===== config.mk =====
export PLATFORM = sky130hd
export DESIGN_NAME = gno_fade
export DESIGN_NICKNAME = d
export VERILOG_FILES = /design/src/hdl/gno_pkg.sv /design/src/hdl/gno_fade.sv
export SDC_FILE = /design/constraint.sdc
export NUM_CORES = 2
export LEC_CHECK = 0
export ABC_AREA = 1
export BUFFER_PORTS_ARGS = -buffer_cell sky130_fd_sc_hd__buf_2
export CORE_ASPECT_RATIO = 0.5
export CORE_MARGIN = 5
export CORE_UTILIZATION = 45
export CTS_CLUSTER_DIAMETER = 100
export DETAILED_ROUTE_END_ITERATION = 8
export PLACE_DENSITY_LB_ADDON = 0.2
export SETUP_SLACK_MARGIN = 0.1
export SKIP_LAST_GASP = 1
export SLEW_MARGIN = 20
export SYNTH_ARGS = -nofsm -noshare
export SYNTH_HDL_FRONTEND = slang
export SYNTH_SLANG_ARGS = --single-unit

===== constraint.sdc =====
create_clock -name clock -period 8.4 [get_ports clock]
set_input_delay 0 -clock clock [delete_from_list [all_inputs] [get_ports clock]]
set_output_delay 0 -clock clock [all_outputs]
set_load 0.01 [all_outputs]

===== src/hdl/gno_pkg.sv =====
// ----------------------------------------------------------------------------
// gno_pkg
// Shared constants, codes and stage types of the gradient noise octave block.
// ----------------------------------------------------------------------------
package gno_pkg;

   localparam int FRAC_BITS       = 16;
   localparam int INT_BITS        = 8;
   localparam int COORD_W         = INT_BITS + FRAC_BITS;
   localparam int ONE             = 1 << FRAC_BITS;
   localparam int TABLE_DEPTH     = 256;
   localparam int ADDR_W          = $clog2(TABLE_DEPTH);
   localparam int DATA_W          = 8;
   localparam int AMP_W           = FRAC_BITS + 1;
   localparam int FADE_W          = FRAC_BITS + 1;
   localparam int GRAD_W          = 20;
   localparam int OUT_W           = 20;
   localparam int COUNT_W         = 4;
   localparam int MAX_OCTAVES_DEF = 8;
   localparam int CSR_IDX_W       = 2;
   localparam int CSR_DATA_W      = 17;

   localparam logic [CSR_IDX_W-1:0] REG_OCTAVE_COUNT = 2'd0;
   localparam logic [CSR_IDX_W-1:0] REG_PERSISTENCE  = 2'd1;

   typedef enum logic [1:0] {
      MODE_WRITE = 2'd0,
      MODE_1D    = 2'd1,
      MODE_2D    = 2'd2,
      MODE_3D    = 2'd3
   } mode_type;

   typedef struct packed {
      logic                 valid;
      logic                 zero;
      logic                 first;
      logic                 last;
      mode_type             mode;
      logic [INT_BITS-1:0]  ix;
      logic [INT_BITS-1:0]  iy;
      logic [INT_BITS-1:0]  iz;
      logic [FRAC_BITS-1:0] fx;
      logic [FRAC_BITS-1:0] fy;
      logic [FRAC_BITS-1:0] fz;
      logic [AMP_W-1:0]     amp;
   } op_type;

   typedef struct packed {
      logic              en;
      logic [ADDR_W-1:0] addr;
      logic [DATA_W-1:0] data;
   } wr_type;

   typedef struct packed {
      logic [1:0][DATA_W-1:0] h1;
      logic [3:0][DATA_W-1:0] h2;
      logic [7:0][DATA_W-1:0] h3;
   } hash_type;

endpackage


===== src/hdl/gno_fade.sv =====
// ----------------------------------------------------------------------------
// gno_fade
// Fade curve 6t^5-15t^4+10t^3 in three multiply stages.
// ----------------------------------------------------------------------------
module gno_fade import gno_pkg::*; (
   input  logic                 clock,
   input  logic                 en,
   input  logic [FRAC_BITS-1:0] t,
   output logic [FADE_W-1:0]    f
);

   localparam int AW = FRAC_BITS + 5;
   localparam int BW = FRAC_BITS + 4;

   logic signed [AW-1:0]        a_c, ab_ff;
   logic signed [AW+FADE_W-1:0] p1_c;
   logic [2*FRAC_BITS-1:0]      sq_c, cu_c;
   logic [FRAC_BITS-1:0]        c_ff, t1_ff, d_ff;
   logic [BW-1:0]               b_ff;
   logic [BW+FRAC_BITS-1:0]     fp_c;
   logic [BW-1:0]               fr_c;
   logic [FADE_W-1:0]           f_ff;

   assign a_c  = AW'(32'(t) * 6) - AW'(15 * ONE);
   assign p1_c = a_c * $signed({1'b0, t});
   assign sq_c = t * t;
   assign cu_c = c_ff * t1_ff;
   assign fp_c = b_ff * d_ff;
   assign fr_c = fp_c[FRAC_BITS +: BW];

   always_ff @(posedge clock) begin
      if (en) begin
         ab_ff <= AW'(p1_c >>> FRAC_BITS);
         c_ff  <= sq_c[FRAC_BITS +: FRAC_BITS];
         t1_ff <= t;
         b_ff  <= BW'(ab_ff + AW'(10 * ONE));
         d_ff  <= cu_c[FRAC_BITS +: FRAC_BITS];
         f_ff  <= (32'(fr_c) > ONE) ? FADE_W'(ONE) : fr_c[FADE_W-1:0];
      end
   end

   assign f = f_ff;

endmodule


# == After elaboration in Yosys (flattened, before gate mapping) ==
# Index checks and enable logic that the tools add are counted.
# word_totals
register_bits,105
inputBits,18
word_cells,14
# classes
addsub,2
multipliers,5
n_lt_le_gt_ge,1
# op_table
operator,n
multiplier 16 x 16 -> 32 bit,2
multiplier 20 x 16 -> 36 bit,1
multiplier 21 x 17 -> 36 bit,1
subtractor 19 x 20 -> 21 bit (second input constant),1
adder 20 bit (second input constant),1
greater-than comparator 20 x 17 -> 1 bit (second input constant),1
multiplier 16 x 2 -> 18 bit (second input constant),1

# == Logic depth before layout (Yosys ltp) ==
# depth
word_depth,3
mapped_depth,40
mapped_depth_nobuf,40

# == Least setup slack after synthesis ==
# OpenSTA, ideal clock, no wires.
# synth_timing
path_type,input to register
from,input t[2]
to,"register ab_ff[14], data pin"
setup_ns,0.260
t_arrival_ns,7.083
required_time_ns,8.140
setup_slack_ns,1.058
stages,35
path_cell_list,clkbuf_1 -> clkinv_1 -> fa_1 -> nand3b_1 -> nand2_1 -> a21oi_1 -> o21ai_1 -> nand3_1 -> nand2_1 -> or2_1 -> and2_1 -> inv_1 -> ha_1 -> clkbuf_1 -> clkbuf_1 -> nand2_1 -> fa_1 -> fa_1 -> fa_1 -> inv_1 -> fa_1 -> fa_1 -> inv_1 -> fa_1 -> inv_1 -> ha_1 -> a21oi_1 -> inv_1 -> a31oi_1 -> o221ai_1 -> nor2_1 -> nand2_1 -> nand2_1 -> nand2_1 -> xor2_1
# synth_via
elab_chain_len,3
# synth_lines
item,line,source
"start, declared",gno_fade.sv:8,"input logic [FRAC_BITS-1:0] t,"
multiplier 16 x 2 -> 18 bit,gno_fade.sv:24,assign a_c = AW'(32'(t) * 6) - AW'(15 * ONE);
subtractor 19 x 20 -> 21 bit,gno_fade.sv:24,
multiplier 21 x 17 -> 36 bit *,gno_fade.sv:25,"assign p1_c = a_c * $signed({1'b0, t});"
net p1_c[30],gno_fade.sv:16,logic signed [AW+FADE_W-1:0] p1_c;
"end signal, assigned",gno_fade.sv:33,ab_ff <= AW'(p1_c >>> FRAC_BITS);
"end, declared",gno_fade.sv:15,"logic signed [AW-1:0] a_c, ab_ff;"
# Mark *: on every way through the listed nets, which the timed path passes. The rest lies on a longest branch.
# A chain may end at the register's enable or synchronous reset.

# == Final worst setup path ==
# layout_timing
from,input t[1]
to,"register ab_ff[5], data pin"
# Same word-level chain as after synthesis.

==> impl_metrics.toml <==
[outcome]
outcome = "completed"

[critical_path]
critPathMaxStageDelay_ns = 0.55
worst_setup_path_end_kind = "register"
reg2reg_from = "d_ff[1]"
path_class = "in -> reg"
worst_ep_arrival_time_ns = 7.60
r2r_end = "f[13]"
critPathSlowestCell = "fa_1"
required_ns = 8.62
cpMostUsedCell = "nand2_1"
reg2reg_depth = 26
r2r_slack_ns = 1.34
path_max_fanout = 11
critical-path-top-delay-family = "adder cells"
critical_path_buf_inv_count = 8
crit_path_start_kind = "primary input"

[clocking]
clock-root-buffer = "clkbuf_16"
clock_path_buffers = 2
holdBufCountCts = 0
cts_setup_buffers = 0
clk_latency_ns = 0.40
numClockSinks = 105
cts_tree = "built"
path_clk_slew_ns = 0.09
numCtsBuffers = 9
h-tree-depth = 3
post_cts_resized = 0

[route]
postRouteAntennaNets = 0
drt-initial-drc-count = 2417
routed_wl_mm = 118
met2WireLength_mm = 53.2
viasPerCell = 5.01
wl_met1_mm = 51.6
drc = 0
highest_layer = "met4"
dr.pass1.iters = 5
drt-wirelength-per-cell_um = 18.2
vias = 32400
wl_met3_mm = 10.1

[synth]
async_flop_share_pct = 0
ys_types = 48
synth_top_area_cell = "fa_1"
syn-num-nets = 6660
netlist_top_cells_area = "fa_1, inv_1, ha_1, nand2_1, edfxtp_1"
syn_avg_cell_area_um2 = 8.02
synth_warnings = 0
synth_top_area_share_pct = 43.1
syn_area_mm2 = 0.0426
syn_inst = 5311
yosys_register_bits = 105
synth_edf_count = 105
yosysSeqAreaShare_pct = 7.41
synth-main-ff-cell = "edfxtp_1"

[worst_hold_path]
whs_path_depth = 1
holdCritStartpoint = "en"
whs_endpoint = "t1_ff[0]"
min_path_type = "in -> reg"

[floorplanning]
die_h_um = 227
start_util_pct = 45.6
num_io_pins = 35
die_area_mm2 = 0.101
rows = 79
core_area_mm2 = 0.0934
die_x_um = 445

[global_routing]
grt_pass1_vias = 35600
grt_pass1_wl_mm = 193
grt_use_total_pct = 24.3
overflow = 0
grt_max_degree = 74
antenna_found_initial = 2

[place]
gp_congestion = 0.930
place_worst_setup_slack_ns = 0.643
dpl.hpwl_mm = 97.6
port_buffers = 34
placed_cell_area_mm2 = 0.0440

[finish]
layout.nets = 6564
syn2layout_area_growth_pct = 4.02
mostFrequentLayoutCells = "inv_1, nand2_1, fa_1, ha_1, nor2_1"
finalInstanceArea_mm2 = 0.0443
mostFrequentLayoutCell = "inv_1"
multi_input_area_mm2 = 0.0325
post_route_cells_drive_above_1_share_pct = 2.91
seq_area_mm2 = 0.00315
fillers = 9190

[sta]
hold_viol_final = 0
layout_setup_ws_ns = 1.02
setup_violations = 0
finalSetupTns_ns = 0
rsz0062_at_grt = "false"
period_share_pct = 87.9
tightest_slew_ns = 1.10
maxSlewViolCount = 0
finalClockSkew_ns = 0.0129
timing.final.crit_period_ns = 7.38
relSlewSlack_pct = 26.9
fmax_mhz = 135
hold_ws_ns = 0.0728

[flow_run]
maxCapViolCount = 0
## kinds of logic (layout without fill, tap and decap cells)
group,count (synthesis),count (layout),synth area share (%)
DFF,105,105,7.41
AOI/OAI and AO/OA,284,284,3.70
adders and majority gates,1331,1331,55.3
xor gates and xnor gates,84,84,1.73
other,0,2,0
buffers and inverters,1841,1750,16.3
and+or+nand+nor,1666,1666,15.6
## final cells by class
type / count / share of cell area, %
Antenna cell: 2 / 0.0113
Clock inverter: 7 / 0.206
Inverter: 1646 / 14.0
Tap cell: 1255 / 3.55
Timing Repair Buffer: 88 / 1.31
Sequential cell: 105 / 7.12
Clock buffer: 9 / 0.509
Multi-Input combinational cell: 3365 / 73.3
## cells in the mapped netlist, drive strengths merged (13+ instances only)
| cell | instances |
|---|---|
| a21oi | 148 |
| buf | 16 |
| clkbuf | 179 |
| edfxtp | 105 |
| fa | 916 |
| ha | 415 |
| inv | 1639 |
| nand2 | 1268 |
| nand3 | 56 |
| nand4 | 20 |
| nor2 | 262 |
| nor3 | 21 |
| o21ai | 78 |
| o21bai | 13 |
| or2 | 18 |
| xnor2 | 32 |
| xor2 | 52 |
## per-stage QoR
stage / instances / utilization (%)
5_1_grt: 6476 / 47.4
3_5_place_dp: 6459 / 47.1
3_3_place_gp: 6459 / 47.1
2_1_floorplan: 5311 / -
4_1_cts: 6475 / 47.4
6_report: 6477 / 47.4
## worst reg2reg max path, cell delays in order (launching register included)
cell and delay, ns:
edfxtp_1 1.06, nand2_1 0.20, fa_1 0.57, inv_1 0.05
fa_1 0.50, fa_1 0.56, inv_1 0.05, fa_1 0.54
inv_1 0.05, fa_1 0.47, inv_1 0.04, fa_1 0.47
inv_1 0.04, ha_1 0.33, nand2_1 0.09, nand2_1 0.10
a21oi_1 0.36, o21ai_1 0.14, a21oi_1 0.21, nand2_1 0.11
nand2_1 0.09, nand2_1 0.06, or2_1 0.22, nand3_2 0.08
nor2_4 0.04, nand2_4 0.28, nor2_1 0.09
## metal layers
layer	global-route usage (%)	up-vias
li1	-	14900
met1	33.1	16100
met2	40.1	1252
met3	4.99	169
met4	5.85	0
met5	0	-
## how the worst max path moves through the flow
stage	slack, ns	cells after the start	end	from
floorplan	1.06	35	ab_ff[14]	t[2]
global placement	0.75	35	ab_ff[14]	t[1]
detailed placement	0.64	36	ab_ff[8]	t[1]
CTS	1.09	36	ab_ff[8]	t[1]
global route	0.47	36	ab_ff[8]	t[1]
finish	1.02	36	ab_ff[5]	t[1]
## registers in the layout, indices dropped and copies added, names as in the netlist
register / flops
f: 17
ab_ff: 20
d_ff: 16
t1_ff: 16
c_ff: 16
b_ff: 20
Power is left out: the tool's default activity adds up to more than one toggle a clock period on the data nets, which glitch-free logic cannot reach.
