## src/hdl/gno_pkg.sv

```systemverilog
// ----------------------------------------------------------------------------
// gno_pkg
// Shared constants, codes and stage types of the gradient noise octave block.
// ----------------------------------------------------------------------------
package gno_pkg;

   localparam int FRAC_BITS       = 16;
   localparam int INT_BITS        = 8;
   localparam int COORD_W         = INT_BITS + FRAC_BITS;
   localparam int ONE             = 1 << FRAC_BITS;
   localparam int TABLE_DEPTH     = 256;
   localparam int ADDR_W          = $clog2(TABLE_DEPTH);
   localparam int DATA_W          = 8;
   localparam int AMP_W           = FRAC_BITS + 1;
   localparam int FADE_W          = FRAC_BITS + 1;
   localparam int GRAD_W          = 20;
   localparam int OUT_W           = 20;
   localparam int COUNT_W         = 4;
   localparam int MAX_OCTAVES_DEF = 8;
   localparam int CSR_IDX_W       = 2;
   localparam int CSR_DATA_W      = 17;

   localparam logic [CSR_IDX_W-1:0] REG_OCTAVE_COUNT = 2'd0;
   localparam logic [CSR_IDX_W-1:0] REG_PERSISTENCE  = 2'd1;

   typedef enum logic [1:0] {
      MODE_WRITE = 2'd0,
      MODE_1D    = 2'd1,
      MODE_2D    = 2'd2,
      MODE_3D    = 2'd3
   } mode_type;

   typedef struct packed {
      logic                 valid;
      logic                 zero;
      logic                 first;
      logic                 last;
      mode_type             mode;
      logic [INT_BITS-1:0]  ix;
      logic [INT_BITS-1:0]  iy;
      logic [INT_BITS-1:0]  iz;
      logic [FRAC_BITS-1:0] fx;
      logic [FRAC_BITS-1:0] fy;
      logic [FRAC_BITS-1:0] fz;
      logic [AMP_W-1:0]     amp;
   } op_type;

   typedef struct packed {
      logic              en;
      logic [ADDR_W-1:0] addr;
      logic [DATA_W-1:0] data;
   } wr_type;

   typedef struct packed {
      logic [1:0][DATA_W-1:0] h1;
      logic [3:0][DATA_W-1:0] h2;
      logic [7:0][DATA_W-1:0] h3;
   } hash_type;

endpackage

```

## src/hdl/gno_if.sv

```systemverilog
// ----------------------------------------------------------------------------
// gno_if
// Valid/ready channels: sample requests, noise results, register writes.
// ----------------------------------------------------------------------------
interface gno_req_if;
   import gno_pkg::*;
   logic                valid;
   logic                ready;
   logic [1:0]          mode;
   logic [COORD_W-1:0]  coord_x;
   logic [COORD_W-1:0]  coord_y;
   logic [COORD_W-1:0]  coord_z;
   logic [ADDR_W-1:0]   table_index;
   logic [DATA_W-1:0]   table_value;

   modport source (output valid, mode, coord_x, coord_y, coord_z, table_index,
                   table_value, input ready);
   modport sink   (input valid, mode, coord_x, coord_y, coord_z, table_index,
                   table_value, output ready);
endinterface


interface gno_csr_if;
   import gno_pkg::*;
   logic                  valid;
   logic                  ready;
   logic [CSR_IDX_W-1:0]  index;
   logic [CSR_DATA_W-1:0] data;

   modport source (output valid, index, data, input ready);
   modport sink   (input valid, index, data, output ready);
endinterface

```

## src/hdl/gno_issue.sv

```systemverilog
// ----------------------------------------------------------------------------
// gno_issue
// Octave sequencer: takes a request, issues one octave per unstalled cycle
// with shifted coordinates and the running amplitude. Holds the registers.
// ----------------------------------------------------------------------------
module gno_issue import gno_pkg::*; #(
   parameter int MAX_OCTAVES = MAX_OCTAVES_DEF
) (
   input  logic      clock,
   input  logic      reset,
   input  logic      adv,
   input  logic      busy,
   gno_req_if.sink   req_chan,
   gno_csr_if.sink   csr_chan,
   output op_type    op0,
   output wr_type    wr
);

   localparam int OCT_W = $clog2(MAX_OCTAVES + 1);

   logic [COUNT_W-1:0] octave_count_ff;
   logic [AMP_W-1:0]   persistence_ff;
   logic               act_ff;
   logic               zero_ff;
   logic               first_ff;
   mode_type           mode_ff;
   logic [COORD_W-1:0] cx_ff, cy_ff, cz_ff;
   logic [AMP_W-1:0]   amp_ff;
   logic [OCT_W-1:0]   left_ff;

   logic                 last_c, take, free, is_write, accept, zero_in;
   logic [OCT_W-1:0]     n_c;
   logic [AMP_W-1:0]     pers_c, amp_in;
   logic [2*AMP_W-1:0]   amp_prod;

   assign last_c   = (left_ff == '0);
   assign take     = adv && act_ff;
   assign free     = !act_ff || last_c;
   assign is_write = (mode_type'(req_chan.mode) == MODE_WRITE);
   assign req_chan.ready = adv && free && (!is_write || (!act_ff && !busy));
   assign accept   = req_chan.valid && req_chan.ready;
   assign csr_chan.ready = 1'b1;

   assign n_c = (32'(octave_count_ff) > MAX_OCTAVES) ? OCT_W'(MAX_OCTAVES)
                                                     : OCT_W'(octave_count_ff);
   assign pers_c   = (32'(persistence_ff) > ONE) ? AMP_W'(ONE) : persistence_ff;
   assign amp_prod = amp_ff * pers_c;
   assign amp_in   = amp_prod[FRAC_BITS +: AMP_W];
   assign zero_in  = is_write || (n_c == '0);

   assign wr.en   = accept && is_write;
   assign wr.addr = req_chan.table_index;
   assign wr.data = req_chan.table_value;

   always_comb begin
      op0.valid = act_ff;
      op0.zero  = zero_ff;
      op0.first = first_ff;
      op0.last  = last_c;
      op0.mode  = mode_ff;
      op0.ix    = cx_ff[COORD_W-1:FRAC_BITS];
      op0.iy    = cy_ff[COORD_W-1:FRAC_BITS];
      op0.iz    = cz_ff[COORD_W-1:FRAC_BITS];
      op0.fx    = cx_ff[FRAC_BITS-1:0];
      op0.fy    = cy_ff[FRAC_BITS-1:0];
      op0.fz    = cz_ff[FRAC_BITS-1:0];
      op0.amp   = amp_ff;
   end

   always_ff @(posedge clock) begin
      if (reset) begin
         act_ff          <= 1'b0;
         octave_count_ff <= COUNT_W'(1);
         persistence_ff  <= AMP_W'(32768);
      end else begin
         if (accept) begin
            act_ff <= 1'b1;
         end else if (take && last_c) begin
            act_ff <= 1'b0;
         end
         if (csr_chan.valid) begin
            case (csr_chan.index)
               REG_OCTAVE_COUNT: octave_count_ff <= csr_chan.data[COUNT_W-1:0];
               REG_PERSISTENCE:  persistence_ff  <= csr_chan.data[AMP_W-1:0];
               default: ;
            endcase
         end
      end
   end

   always_ff @(posedge clock) begin
      if (accept) begin
         mode_ff  <= mode_type'(req_chan.mode);
         zero_ff  <= zero_in;
         first_ff <= 1'b1;
         cx_ff    <= req_chan.coord_x;
         cy_ff    <= req_chan.coord_y;
         cz_ff    <= req_chan.coord_z;
         amp_ff   <= AMP_W'(ONE);
         left_ff  <= zero_in ? '0 : n_c - OCT_W'(1);
      end else if (take && !last_c) begin
         first_ff <= 1'b0;
         cx_ff    <= {cx_ff[COORD_W-2:0], 1'b0};
         cy_ff    <= {cy_ff[COORD_W-2:0], 1'b0};
         cz_ff    <= {cz_ff[COORD_W-2:0], 1'b0};
         amp_ff   <= amp_in;
         left_ff  <= left_ff - OCT_W'(1);
      end
   end

   a_more_octaves: assert property (@(posedge clock) disable iff (reset)
      (take && !last_c) |=> (act_ff && !first_ff))
      else $error("item dropped before its last octave");

   a_write_single: assert property (@(posedge clock) disable iff (reset)
      wr.en |=> (op0.valid && op0.zero && op0.last))
      else $error("table write not issued as a single zero transaction");

   a_amp_range: assert property (@(posedge clock) disable iff (reset)
      act_ff |-> (32'(amp_ff) <= ONE))
      else $error("amplitude above one");

endmodule

```

## src/flat_wrapper.sv

```systemverilog
// flat-port wrapper written by rule: the top's interface ports become plain ports
module gno_issue_flat import gno_pkg::*;
#(
   parameter int MAX_OCTAVES = MAX_OCTAVES_DEF
)
  (clock, reset, adv, busy, op0, wr, req_chan_valid, req_chan_mode, req_chan_coord_x, req_chan_coord_y, req_chan_coord_z, req_chan_table_index, req_chan_table_value, req_chan_ready, csr_chan_valid, csr_chan_index, csr_chan_data, csr_chan_ready);
  gno_req_if req_chan_i ();
  gno_csr_if csr_chan_i ();
  input  logic clock;
  input  logic reset;
  input  logic adv;
  input  logic busy;
  output op_type op0;
  output wr_type wr;
  input wire logic [$bits(req_chan_i.valid)-1:0] req_chan_valid;
  input wire logic [$bits(req_chan_i.mode)-1:0] req_chan_mode;
  input wire logic [$bits(req_chan_i.coord_x)-1:0] req_chan_coord_x;
  input wire logic [$bits(req_chan_i.coord_y)-1:0] req_chan_coord_y;
  input wire logic [$bits(req_chan_i.coord_z)-1:0] req_chan_coord_z;
  input wire logic [$bits(req_chan_i.table_index)-1:0] req_chan_table_index;
  input wire logic [$bits(req_chan_i.table_value)-1:0] req_chan_table_value;
  output wire logic [$bits(req_chan_i.ready)-1:0] req_chan_ready;
  input wire logic [$bits(csr_chan_i.valid)-1:0] csr_chan_valid;
  input wire logic [$bits(csr_chan_i.index)-1:0] csr_chan_index;
  input wire logic [$bits(csr_chan_i.data)-1:0] csr_chan_data;
  output wire logic [$bits(csr_chan_i.ready)-1:0] csr_chan_ready;
  assign req_chan_i.valid = req_chan_valid;
  assign req_chan_i.mode = req_chan_mode;
  assign req_chan_i.coord_x = req_chan_coord_x;
  assign req_chan_i.coord_y = req_chan_coord_y;
  assign req_chan_i.coord_z = req_chan_coord_z;
  assign req_chan_i.table_index = req_chan_table_index;
  assign req_chan_i.table_value = req_chan_table_value;
  assign req_chan_ready = req_chan_i.ready;
  assign csr_chan_i.valid = csr_chan_valid;
  assign csr_chan_i.index = csr_chan_index;
  assign csr_chan_i.data = csr_chan_data;
  assign csr_chan_ready = csr_chan_i.ready;
  gno_issue #(.MAX_OCTAVES(MAX_OCTAVES)) u_core (.clock(clock), .reset(reset), .adv(adv), .busy(busy), .req_chan(req_chan_i), .csr_chan(csr_chan_i), .op0(op0), .wr(wr));
endmodule
```

## config.mk

```make
export PLATFORM = sky130hd
export DESIGN_NAME = gno_issue_flat
export DESIGN_NICKNAME = d
export VERILOG_FILES = /design/src/hdl/gno_pkg.sv /design/src/hdl/gno_if.sv /design/src/hdl/gno_issue.sv /design/src/flat_wrapper.sv
export SDC_FILE = /design/constraint.sdc
export NUM_CORES = 1
export LEC_CHECK = 0
export BUFFER_PORTS_ARGS = -buffer_cell sky130_fd_sc_hd__buf_2
export CORE_ASPECT_RATIO = 0.5
export CORE_MARGIN = 10
export CORE_UTILIZATION = 64
export DETAILED_ROUTE_END_ITERATION = 10
export PLACE_DENSITY = 0.89
export SYNTH_ARGS = -nofsm -noshare
export SYNTH_HDL_FRONTEND = slang
export SYNTH_SLANG_ARGS = --single-unit
```

## constraint.sdc

```tcl
create_clock -name clock -period 10.3 [get_ports clock]
set_input_delay 1.03 -clock clock [delete_from_list [all_inputs] [get_ports clock]]
set_output_delay 1.03 -clock clock [all_outputs]
set_load 0.005 [all_outputs]
```

### Word level (Yosys, flattened, before mapping)

Cells that the tools add are included.

* word-level logic and storage cells: 53
* input port bits: 115
* flip-flop bits (word level): 119
* output and inout bits: 114

* magnitude comparators: 2
* reductions and logical operators: 23
* $mul: 1
* mux-type cells: 13
* equality and inequality tests: 1
* $add $sub $neg: 2

Operators with widths (count)
* 2-to-1 mux 24 bit: 6
* multiplier 17 x 17 -> 33 bit: 1
* > comparator 17 bit (second input constant): 1
* 2-to-1 mux 17 bit: 1
* 2-to-1 mux 4 bit: 4
* logical AND 1 bit: 8
* zero test 4 bit: 2
* subtractor 4 x 1 -> 4 bit (second input constant): 2
* > comparator 4 bit (second input constant): 1
* zero test 1 bit: 4
* zero test 2 bit: 2
* AND reduction 2 bit: 2
* nonzero test 2 bit: 2
* logical OR 1 bit: 3
* == test 2 x 1 -> 1 bit (second input constant): 1
* 2-to-1 mux 1 bit: 2

### Logic depth before layout (Yosys ltp)

* depth after elaboration: 6
* depth in mapped cells: 26
* gate-level depth less buffers: 23

### Least setup slack after synthesis

OpenSTA, ideal clock, no wires.

* path type: reg2reg
* start point: register u_core.persistence_ff[5]
* end point: register u_core.amp_ff[8]
* required time: 10.222 ns
* path buffers: 2
* arrival time: 6.190 ns
* setup time: 0.078 ns
* stages on the path, launching flop included: 26
* setup slack: 4.032 ns
* cells stage by stage: dfxtp_1 nor4_1 a41oi_2 nor2b_1 clkbuf_1 buf_2 nand2_1 fa_1 inv_1 fa_1 inv_1 fa_1 inv_1 fa_1 fa_1 inv_1 fa_1 inv_1 ha_1 a21oi_1 o21ai_0 a221o_1 a21oi_2 o21ai_2 and3_1 nor3_1

* longest elaborated chain between the ends: 3

Ends and longest elaborated chain
* from (decl): line gno_issue.sv:22 `logic [AMP_W-1:0] persistence_ff;`
* from (signal assigned): line gno_issue.sv:84 `REG_PERSISTENCE: persistence_ff <= csr_chan.data[AMP_W-1:0];`
* > comparator 17 bit: line gno_issue.sv:46 `assign pers_c = (32'(persistence_ff) > ONE) ? AMP_W'(ONE) : persistence_ff;`
* 2-to-1 mux 17 bit *: line gno_issue.sv:46
* multiplier 17 x 17 -> 33 bit *: line gno_issue.sv:47 `assign amp_prod = amp_ff * pers_c;`
* to (signal assigned): line gno_issue.sv:99 `amp_ff <= AMP_W'(ONE);`
* to (signal assigned): line gno_issue.sv:106 `amp_ff <= amp_in;`
* to (decl): line gno_issue.sv:28 `logic [AMP_W-1:0] amp_ff;`

Mark *: on every way between the ends. The rest lies on a longest branch, timed or not.
A chain may end at the register's enable or synchronous reset.

### Worst setup path in the final report

* start point: register u_core.persistence_ff[13]
* end point: register u_core.amp_ff[8]

The elaborated chain is that of the path after synthesis.

==> impl_metrics.ini <==
[status]
run_status = finished, final reports clean

[setup_path]
slowest_stage = sky130_fd_sc_hd__nor2b_1
worstPathMaxFanout = 17
cp_cell_sequence = nor4_1, a41oi_2, nor2b_1, nand2_1, fa_1, inv_1, fa_1, fa_1, fa_1, fa_1, inv_1, fa_1, inv_1, ha_1, a21o_1, a21o_1, a221o_1, a21oi_2, o21ai_2, and3_1, nor3_1
crit_top_cell = sky130_fd_sc_hd__fa_1
worstReg2RegEnd = u_core.amp_ff[8]
critPathKind = reg -> reg
timing.rr.start = u_core.persistence_ff[13]
crit_path_arrival_time_ns = 7.87
crit_path_max_incr_delay_ns = 1.12
worstPathRequired_ns = 10.64
crit_path_start_kind = register
endpoint_kind = register
reg2reg_setup_slack_ns = 2.77
timing.reg2reg.worst_path_depth = 21

[placed_design]
hpwl_mm = 29.59
gp_congestion = 0.9311
dpl-instance-area_mm2 = 0.01555
io_buffer_count = 195
post-place-ws_ns = 2.964

[timing]
timing.fmax_ghz = 0.1327
clock-skew-final_ns = 0.01178
min_period_ns = 7.534
worstMarginPinSlew_ns = 1.416
rsz0062_at_grt = false
timing.final.hold_violations = 0
min_period_over_period = 0.7315
final.setup.worst_slack_ns = 2.766
setup-tns-final_ns = 0
slew_violations = 0
maxSlewHeadroom = 0.05405
final_setup_violating_endpoints = 0

[routing]
vias_per_cell = 5.687
detailroute.wirelength.met2_mm = 19.28
drtAntennaViolNets = 0
drt_first_iter_violations = 1149
detail_route.wirelength_mm = 39.58
wire_per_inst_um = 18.85
routed_length_on_met1_mm = 14.38
vias = 11942
top_layer_reached_by_signal_wires = met4
drcViolationCount = 0
met3_wirelength_mm = 4.254
detail_route.first_pass.iterations = 5

[finish]
syn2layout_area_growth_pct = 11.14
fin_util = 0.7345
final.fill_count = 1516
insertedDiodeCount = 0
drive_gt1_frac = 0.1467
final_design_area_no_fill_mm2 = 0.01613
layout.nets = 2228

[clock_tree]
post_cts.resized_instances = 0
worst_skew_pair.late_latency_ns = 0.42
hold_buffers = 0
clock_tree.buffer_depth = 2
post-cts-setup-buffers = 0
clock_tree.root_cell = sky130_fd_sc_hd__clkbuf_16
tritoncts = built
clock_sinks = 119
cts-htree-levels = 4
worst_setup_hold_path_clk_slew_ns = 0.06
cts_made_buffers = 17

[flow_run]
drv_cap = 0

[min_path]
hold_depth = 2
hold_path.startpoint = u_core.first_ff
whs_endpoint = u_core.first_ff
worst_hold_path_type = reg -> reg

[synthesis]
synth_sequential_area_ratio = 0.2186
syn-num-nets = 2092
ys_top_cells_by_area = sky130_fd_sc_hd__fa_1 (30%), sky130_fd_sc_hd__edfxtp_1 (16%), sky130_fd_sc_hd__nand2_1 (11%)
synth-edff-count = 79
netlist.area_leader.share = 0.3048
async_reset_ff_frac = 0
syn_area_mm2 = 0.01452
warnings_synthesis = 0
synth.top_cells.by_count = sky130_fd_sc_hd__nand2_1 (438), sky130_fd_sc_hd__inv_1 (279), sky130_fd_sc_hd__fa_1 (221)
syn_area_per_cell_um2 = 8.793
ys_ff_latch = 119
synth_flop_cell = sky130_fd_sc_hd__edfxtp_1
postSynthCellCount = 1651
synth_largest_area_cell = sky130_fd_sc_hd__fa_1
synth.lib_cells_used.distinct = 61
synth.most_common_cell = sky130_fd_sc_hd__nand2_1

[grt]
wire_length_of_the_first_global_routing_pass_mm = 64.88
via_count_of_the_first_global_routing_pass = 12852
grt_overflow = 0
globalRouteTotalUtil = 0.2762
maximum_number_of_pins_on_one_net_before_global_route_repair = 84
antenna_violations_before_repair = 0

[power]
power_density_over_the_cells_mw_per_mm2 = 103.4
static_leakage_power_nw = 8.234
power_mw = 1.668
peakVddDrop_uv = 135.6

[die]
io-pin-count = 229
die_width_um = 233.0
placeableCoreArea_mm2 = 0.02197
die_area_mm2 = 0.02947
die-height_um = 126.5
row_count = 38
start_util = 0.6609
placed cells by master (no fill, tap or decap), types with 4 or more instances in the layout:
cell type / n
sky130_fd_sc_hd__o21bai_1: 6
sky130_fd_sc_hd__o21ai_0: 12
sky130_fd_sc_hd__a31oi_1: 6
sky130_fd_sc_hd__edfxtp_1: 79
sky130_fd_sc_hd__inv_1: 278
sky130_fd_sc_hd__and2_1: 123
sky130_fd_sc_hd__clkbuf_16: 17
sky130_fd_sc_hd__and3_1: 9
sky130_fd_sc_hd__nand2b_1: 4
sky130_fd_sc_hd__ha_1: 105
sky130_fd_sc_hd__nor4_1: 5
sky130_fd_sc_hd__nand3_1: 10
sky130_fd_sc_hd__nor2_1: 28
sky130_fd_sc_hd__nor3_1: 12
sky130_fd_sc_hd__fa_1: 221
sky130_fd_sc_hd__nand2_1: 437
sky130_fd_sc_hd__buf_2: 195
sky130_fd_sc_hd__a21oi_1: 59
sky130_fd_sc_hd__inv_6: 4
sky130_fd_sc_hd__a21o_1: 9
sky130_fd_sc_hd__buf_4: 20
sky130_fd_sc_hd__xnor2_1: 14
sky130_fd_sc_hd__nor2b_1: 15
sky130_fd_sc_hd__dfxtp_1: 40
sky130_fd_sc_hd__o21ai_1: 11
sky130_fd_sc_hd__inv_8: 5
sky130_fd_sc_hd__nand3b_1: 4
sky130_fd_sc_hd__nand4_1: 8
sky130_fd_sc_hd__a21oi_2: 4
kinds of logic after synthesis:
logic type	synth area share
xor+xnor	0.009654
compound gates	0.06077
simple gates	0.2079
buf+inv	0.1055
other cells	0.0002583
mux	0.002069
flops	0.2186
fa+ha+maj	0.3953
power by group:
group / internal, mW / switching [mW]
registers: 0.561 / 0.0791
logic: 0.168 / 0.268
clock network: 0.342 / 0.250
total: 1.07 / 0.597
final cells by class:
| class | count | area, um^2 | share of cell area |
|---|---|---|---|
| clock inverter | 15 | 156.4 | 0.009694 |
| timing repair buffer | 215 | 1126 | 0.06980 |
| multi-input combinational | 1153 | 9822 | 0.6088 |
| inverter | 281 | 1055 | 0.06538 |
| sequential | 119 | 3173 | 0.1967 |
| clock buffer | 17 | 425.4 | 0.02637 |
| tap | 300 | 375.4 | 0.02327 |
through the flow:
| step | hold slack [ns] | std cells |
|---|---|---|
| global placement | 0.4271 | 2068 |
| floorplan | 0.4228 | 1651 |
| finish | 0.4552 | 2100 |
| CTS | 0.4568 | 2100 |
| detailed placement | 0.4477 | 2068 |
| global route | 0.4900 | 2100 |
worst max-delay path by stage:
stage	startpoint	to	cells past startpoint
after floorplan	u_core.persistence_ff[5]	u_core.amp_ff[8]	25
after global placement	u_core.persistence_ff[13]	u_core.amp_ff[8]	23
after CTS	u_core.persistence_ff[13]	u_core.amp_ff[8]	21
final	u_core.persistence_ff[13]	u_core.amp_ff[8]	21
after global routing	u_core.persistence_ff[13]	u_core.amp_ff[8]	23
after detailed placement	u_core.persistence_ff[13]	u_core.amp_ff[8]	21
sequential cells by signal, indices dropped and copies added (netlist names):
register and count:
u_core.cx_ff 24, u_core.cy_ff 24, u_core.cz_ff 24, u_core.amp_ff 17
u_core.persistence_ff 17, u_core.left_ff 4, u_core.octave_count_ff 4, u_core.mode_ff 2
u_core.act_ff 1, u_core.first_ff 1, u_core.zero_ff 1
worst max-delay path: cells and delay by family, from the launching register on:
| family | cells | cell delay [ns] |
|---|---|---|
| fa+ha+maj | 7 | 3.41 |
| simple gates | 5 | 2.11 |
| compound gates | 6 | 1.45 |
| flops | 1 | 0.32 |
| buf+inv | 3 | 0.15 |
routing by layer:
layer,vias up,global-route usage
met1,5833,0.3158
met5,-,0
li1,5323,-
met4,0,0.1298
met3,143,0.08500
met2,643,0.4696
(Power assumes the default switching activity.)
